`config.mk`:
```
export PLATFORM = sky130hd
export DESIGN_NAME = rvw_alu
export DESIGN_NICKNAME = d
export VERILOG_FILES = /design/src/rvw_pkg.sv /design/src/rvw_alu.sv
export SDC_FILE = /design/constraint.sdc
export NUM_CORES = 1
export LEC_CHECK = 0
export BUFFER_PORTS_ARGS = -buffer_cell sky130_fd_sc_hd__buf_4
export CAP_MARGIN = 20
export CORE_ASPECT_RATIO = 1.1
export CORE_UTILIZATION = 64
export DETAILED_ROUTE_END_ITERATION = 8
export HOLD_SLACK_MARGIN = 0.03
export PLACE_DENSITY = 0.87
export SETUP_SLACK_MARGIN = 0.05
export SLEW_MARGIN = 20
export SYNTH_ARGS = -nofsm -noshare
export SYNTH_HDL_FRONTEND = slang
export SYNTH_SLANG_ARGS = --single-unit
```
`constraint.sdc`:
```
create_clock -name clk -period 7.3 [get_ports clk]
set_input_delay 0.365 -clock clk [delete_from_list [all_inputs] [get_ports clk]]
set_output_delay 0.365 -clock clk [all_outputs]
set_load 0.01 [all_outputs]
```
`src/rvw_pkg.sv`:
```
// rvw_pkg: shared types and constants for the uniform grid ray voxel walker
// depends on nothing; used by the walker, its arithmetic unit and its checker
package rvw_pkg;

  localparam int CELLS_PER_AXIS_DEF = 16;
  localparam int FRAC_BITS_DEF      = 16;

  // largest distance, Q15.16 saturation point
  localparam logic [30:0] T_MAX = 31'h7FFF_FFFF;

  // reset value of the cell size registers (one unit)
  localparam logic [30:0] CELL_SIZE_RST = 31'h0001_0000;

  typedef enum logic [1:0] {
    CMD_WRITE  = 2'd0,
    CMD_START  = 2'd1,
    CMD_RESUME = 2'd2,
    CMD_NONE   = 2'd3
  } cmd_t;

  localparam logic [1:0] ST_FOUND     = 2'd0;
  localparam logic [1:0] ST_LEFT      = 2'd1;
  localparam logic [1:0] ST_WRITTEN   = 2'd2;
  localparam logic [1:0] ST_NO_RAY    = 2'd3;

  localparam logic [2:0] REG_GRID_MIN_X  = 3'd0;
  localparam logic [2:0] REG_GRID_MIN_Y  = 3'd1;
  localparam logic [2:0] REG_GRID_MIN_Z  = 3'd2;
  localparam logic [2:0] REG_CELL_SIZE_X = 3'd3;
  localparam logic [2:0] REG_CELL_SIZE_Y = 3'd4;
  localparam logic [2:0] REG_CELL_SIZE_Z = 3'd5;

  typedef enum logic {
    ALU_DIV = 1'b0,
    ALU_MUL = 1'b1
  } alu_op_t;

  typedef struct packed {
    logic    start;
    alu_op_t op;
  } alu_req_t;

  typedef struct packed {
    logic done;
    logic rem_nz;
  } alu_rsp_t;

  typedef enum logic [3:0] {
    S_CLEAR,
    S_IDLE,
    S_POS_GO,
    S_POS_WT,
    S_DLT_GO,
    S_DLT_WT,
    S_MUL_GO,
    S_MUL_WT,
    S_RD,
    S_CHK
  } state_t;

endpackage

```
`src/rvw_alu.sv`:
```
// rvw_alu: bit-serial shared unit, restoring divide or shift-add multiply
// depends on rvw_pkg
module rvw_alu #(
  parameter int NW = 49,
  parameter int PW = 81
) (
  input  logic                clk,
  input  logic                rst_n,
  input  rvw_pkg::alu_req_t   req,
  input  logic [NW-1:0]       a,
  input  logic [31:0]         b,
  output rvw_pkg::alu_rsp_t   rsp,
  output logic [PW-1:0]       res
);
  import rvw_pkg::*;

  localparam int CNT_W = $clog2(NW + 1);
  localparam logic [CNT_W-1:0] DIV_LAST = CNT_W'(NW - 1);
  localparam logic [CNT_W-1:0] MUL_LAST = CNT_W'(31);

  logic            run_r, run_nxt;
  logic            done_r, done_nxt;
  alu_op_t         op_r, op_nxt;
  logic [CNT_W-1:0] cnt_r, cnt_nxt;
  logic [PW-1:0]   acc_r, acc_nxt;
  logic [31:0]     rem_r, rem_nxt;
  logic [NW-1:0]   a_r, a_nxt;
  logic [31:0]     b_r, b_nxt;

  logic [32:0] shifted;
  logic [32:0] diffv;
  logic        ge;
  logic        last;

  assign shifted = {rem_r, acc_r[NW-1]};
  assign diffv   = shifted - {1'b0, b_r};
  assign ge      = shifted >= {1'b0, b_r};
  assign last    = (op_r == ALU_DIV) ? (cnt_r == DIV_LAST) : (cnt_r == MUL_LAST);

  always_comb begin
    run_nxt  = run_r;
    done_nxt = 1'b0;
    op_nxt   = op_r;
    cnt_nxt  = cnt_r;
    acc_nxt  = acc_r;
    rem_nxt  = rem_r;
    a_nxt    = a_r;
    b_nxt    = b_r;
    if (req.start) begin
      run_nxt = 1'b1;
      op_nxt  = req.op;
      cnt_nxt = '0;
      a_nxt   = a;
      b_nxt   = b;
      rem_nxt = '0;
      acc_nxt = (req.op == ALU_DIV) ? PW'(a) : '0;
    end else if (run_r) begin
      if (op_r == ALU_DIV) begin
        // one quotient bit a cycle
        rem_nxt = ge ? diffv[31:0] : shifted[31:0];
        acc_nxt = PW'({acc_r[NW-2:0], ge});
      end else begin
        // msb first over the multiplier
        acc_nxt = {acc_r[PW-2:0], 1'b0} + (b_r[31] ? PW'(a_r) : PW'(0));
        b_nxt   = {b_r[30:0], 1'b0};
      end
      cnt_nxt = cnt_r + CNT_W'(1);
      if (last) begin
        run_nxt  = 1'b0;
        done_nxt = 1'b1;
      end
    end
  end

  always_ff @(posedge clk) begin
    if (!rst_n) begin
      run_r  <= 1'b0;
      done_r <= 1'b0;
    end else begin
      run_r  <= run_nxt;
      done_r <= done_nxt;
    end
    op_r  <= op_nxt;
    cnt_r <= cnt_nxt;
    acc_r <= acc_nxt;
    rem_r <= rem_nxt;
    a_r   <= a_nxt;
    b_r   <= b_nxt;
  end

  assign res        = acc_r;
  assign rsp.done   = done_r;
  assign rsp.rem_nz = |rem_r;

endmodule

```
==> impl_results.md <==
* Status: complete, no violations
* CTS H-Tree Depth at 1
* Core outline area at 20780 um^2
* Final routed wirelength across all metal layers at roughly 36000 um
* Setup slack after placement at 2.948 ns
* DP Area at 15090 um^2
* Cell at the root of the clock tree: sky130_fd_sc_hd__clkbuf_16
* Critical R2R Launch: b_r[31]
* Area overhead of the layout relative to synthesis at 18.43%
* Number of failing setup endpoints in the final timing report at 0
* Vertical die dimension at roughly 160 um
* Power Density at around 230 nW/um^2
* Crit path required time at 7.55 ns
* Tmin final at 4.459 ns
* TritonCTS clock tree: done
* Finished layout cell area at 16200 um^2
* Vias in the first global route at ~12000
* Die area at 21960 um^2
* Number of warnings printed during yosys synthesis at 0
* Hold-critical path depth at 1
* TritonCTS buffer count at 23
* Hpwl dp at ~25000 um
* Critical path start-end classification: reg -> reg
* # Max-Cap Violations at 0
* Post-CTS Setup Bufs at 0
* Routed wire length per instance at 18.37 um
* Number of library cell types mapped by synthesis at 73
* Post-Synthesis Cell Area at approximately 14000 um^2
* Final number of hold-violating endpoints at 0
* Count of flip-flops with a built-in enable after synthesis at 163
* Net count of the mapped netlist at 1671
* Die W at 141.4 um
* Static leakage at 0.006728 uW
* Initial Utilization at about two thirds
* Synth Register Bits at 203
* Fraction of final layout cells sized beyond drive strength 1 at 14.38%
* Vias after detailed routing at 12117
* Site Rows at 55
* Global-route wire length before repair at 57990 um
* Number of antenna violations at the first check in global routing at 0
* Worst supply voltage drop on vdd at 0.1829 mV
* Clock transition at the registers of the reported paths at 0.06 ns
* Syn_area_per_cell at 9.099 um^2
* Number of pins with negative max-slew slack in the final report at 0
* Critical Path Sink Type: register
* Share of synthesized area occupied by flip-flops and latches at about two fifths
* Period utilization at roughly three fifths
* Number of port buffers at ~170
* Final worst setup slack at roughly 2.8 ns
* Maximum net fanout on the critical path at 34
* TritonCTS sink count at 203
* Total routing resource utilization after global routing at around 33%
* Transition time at the pin with the least slew margin at 1.007 ns
* Arrival @ worst endpoint at 4.71 ns
* Upper clock frequency limit at 0.2243 GHz
* Final core utilization at 77.93%
* Boundary pin count at 168
* DRC violations left at 0
* Reg-to-Reg End: res[67]
* Number of cell instances on the worst register-to-register path at 14
* Final RePlAce weighted congestion at slightly above 0.9
* Count of inserted antenna diode cells at 0
* DR vias/cell at about 6.2
* GRT overflow at 0
* Number of antenna-violating nets in the routed design at 0
* Class of the worst hold path: in -> reg
* Clock Latency Late Sink at 0.53 ns
* Category of the worst setup path launch point: register
* Number of DRC markers after the initial detailed-route iteration at 878
* Largest net degree at the start of global routing at 118
* Final setup skew at 0.01703 ns
* Flop2flop setup slack at 2.84 ns
* Final Power at roughly 3700 uW
* Destination of the critical timing path: res[67]
* RSZ-0062 raised after global routing: no
* Detailed-router iteration count before antenna repair at 5
* Synthesized instance count at 1503
* Count of nets after finishing at about 1800
* Clk buf depth at 3
* Final total negative setup slack at 0 ns
* Async S/R FF share, synth at 0%
* Launch point of the worst path: b_r[31]
* Worst slew margin at between 30 and 40%
* Most used flip-flop cell after synthesis: sky130_fd_sc_hd__edfxtp_1
-- where the power goes --
part	leakage [uW]	internal, uW	switching [uW]
Sequential	0.00200	1390	99.4
Clock	0.000371	687	487
Combinational	0.00436	458	619
-- cell usage in the layout, fill, tap and decap left out, types with 16 or more instances in the layout --
cell type,instances
sky130_fd_sc_hd__buf_4,178
sky130_fd_sc_hd__o21ai_0,139
sky130_fd_sc_hd__a31oi_1,32
sky130_fd_sc_hd__edfxtp_1,163
sky130_fd_sc_hd__nor3_1,22
sky130_fd_sc_hd__and3_1,16
sky130_fd_sc_hd__dlygate4sd3_1,35
sky130_fd_sc_hd__nor2_1,89
sky130_fd_sc_hd__nand4_1,31
sky130_fd_sc_hd__a21o_1,51
sky130_fd_sc_hd__ha_1,81
sky130_fd_sc_hd__and2_1,61
sky130_fd_sc_hd__a21oi_1,124
sky130_fd_sc_hd__o21bai_1,18
sky130_fd_sc_hd__mux2i_1,24
sky130_fd_sc_hd__xor2_1,36
sky130_fd_sc_hd__nand3_1,35
sky130_fd_sc_hd__inv_1,62
sky130_fd_sc_hd__nand2_1,186
sky130_fd_sc_hd__dfxtp_1,40
sky130_fd_sc_hd__xnor2_1,64
sky130_fd_sc_hd__clkbuf_16,23
-- synth_stat cells (all sizes together) (5+ instances only) --
master | n | area (um^2)
xnor2 | 64 | 560.5
nand4 | 31 | 193.9
dfxtp | 40 | 800.8
nor4 | 15 | 115.1
a211oi | 11 | 87.58
nand2b | 5 | 31.28
o21ai | 143 | 719.4
and2 | 61 | 381.6
inv | 63 | 236.5
nand3 | 36 | 192.7
o211ai | 6 | 58.81
a21o | 51 | 382.9
o21a | 11 | 82.58
o31ai | 8 | 87.58
a21oi | 124 | 620.6
o21bai | 18 | 135.1
and3 | 16 | 100.1
nor2b | 7 | 43.79
nor3 | 22 | 110.1
a31oi | 34 | 234.0
ha | 81 | 1013
or3 | 8 | 50.05
mux2i | 24 | 240.2
nor2 | 91 | 344.1
o2111ai | 5 | 43.79
xor2 | 36 | 315.3
edfxtp | 163 | 4895
nand2 | 186 | 698.2
a22oi | 9 | 67.56
clkbuf | 58 | 217.7
buf | 19 | 86.33
-- stage by stage --
step / instances / hold WS, ns
3_3_place_gp: 1890 / 0.4812
2_1_floorplan: 1503 / 0.4591
5_1_grt: 1968 / 0.02991
3_5_place_dp: 1891 / 0.4835
4_1_cts: 1967 / 0.03062
6_report: 1968 / 0.03597
-- worst min-delay path by stage --
stage              start        end
2_1_floorplan  rem_r[31]  rem_r[31]
3_3_place_gp    cnt_r[5]   cnt_r[5]
3_5_place_dp   rem_r[31]  rem_r[31]
4_1_cts            a[33]    a_r[33]
5_1_grt            a[26]    a_r[26]
6_report           a[32]    a_r[32]
-- state kept, by name (all words and copies together), names as in the netlist --
register,cells
rem_r,32
b_r,32
a_r,49
run_r,1
res,81
op_r,1
cnt_r,6
done_r,1
-- worst max-delay path: stages, from the launching register on --
cell and delay (ns):
sky130_fd_sc_hd__edfxtp_1 0.58, sky130_fd_sc_hd__buf_4 0.32, sky130_fd_sc_hd__and2_1 0.18, sky130_fd_sc_hd__ha_1 0.21
sky130_fd_sc_hd__fa_1 0.42, sky130_fd_sc_hd__a21o_1 0.21, sky130_fd_sc_hd__a221oi_1 0.55, sky130_fd_sc_hd__o211a_4 0.27
sky130_fd_sc_hd__o211ai_4 0.13, sky130_fd_sc_hd__a31o_2 0.29, sky130_fd_sc_hd__a31oi_2 0.39, sky130_fd_sc_hd__nor4_4 0.15
sky130_fd_sc_hd__o2111ai_1 0.23, sky130_fd_sc_hd__xor2_1 0.17, sky130_fd_sc_hd__nor2_1 0.07
-- cells by family (layout without fill, tap and decap cells) --
family                     after synthesis  in the layout  synth area share (%)
xor gates and xnor gates               100            100                 6.404
AOI/OAI and AO/OA                      457            457                 20.95
DFF                                    203            203                 41.65
buffers and inverters                  140            320                 3.952
and+or+nand+nor                        495            495                 17.50
adders and majority gates               83             83                 7.704
muxes                                   25             25                 1.839
-- routing by layer --
layer / up-vias / global-route usage, % / share of wire [%]
met5: - / 0 / 0
met4: 0 / 11.06 / 2.8
met2: 515 / 56.65 / 48
met3: 80 / 4.371 / 7.0
met1: 5708 / 42.56 / 42
li1: 5814 / - / -
-- final cells by class --
| cell class | instances | area (um^2) |
|---|---|---|
| fillers | 1454 | 4587 |
| inverters | 63 | 236.5 |
| multi-input cells | 1160 | 7447 |
| repair buffers | 215 | 1703 |
| clock buffers | 29 | 638.1 |
| well taps | 285 | 356.6 |
| flip-flops and latches | 203 | 5695 |
| clock inverters | 13 | 118.9 |
-- repair_timing --
| item | CTS | global route |
|---|---|---|
| gates resized for setup | 0 | 0 |
| hold endpoints to repair | 34 | 1 |
| hold buffers | 34 | 1 |
Power figures use the tool's default switching activity.
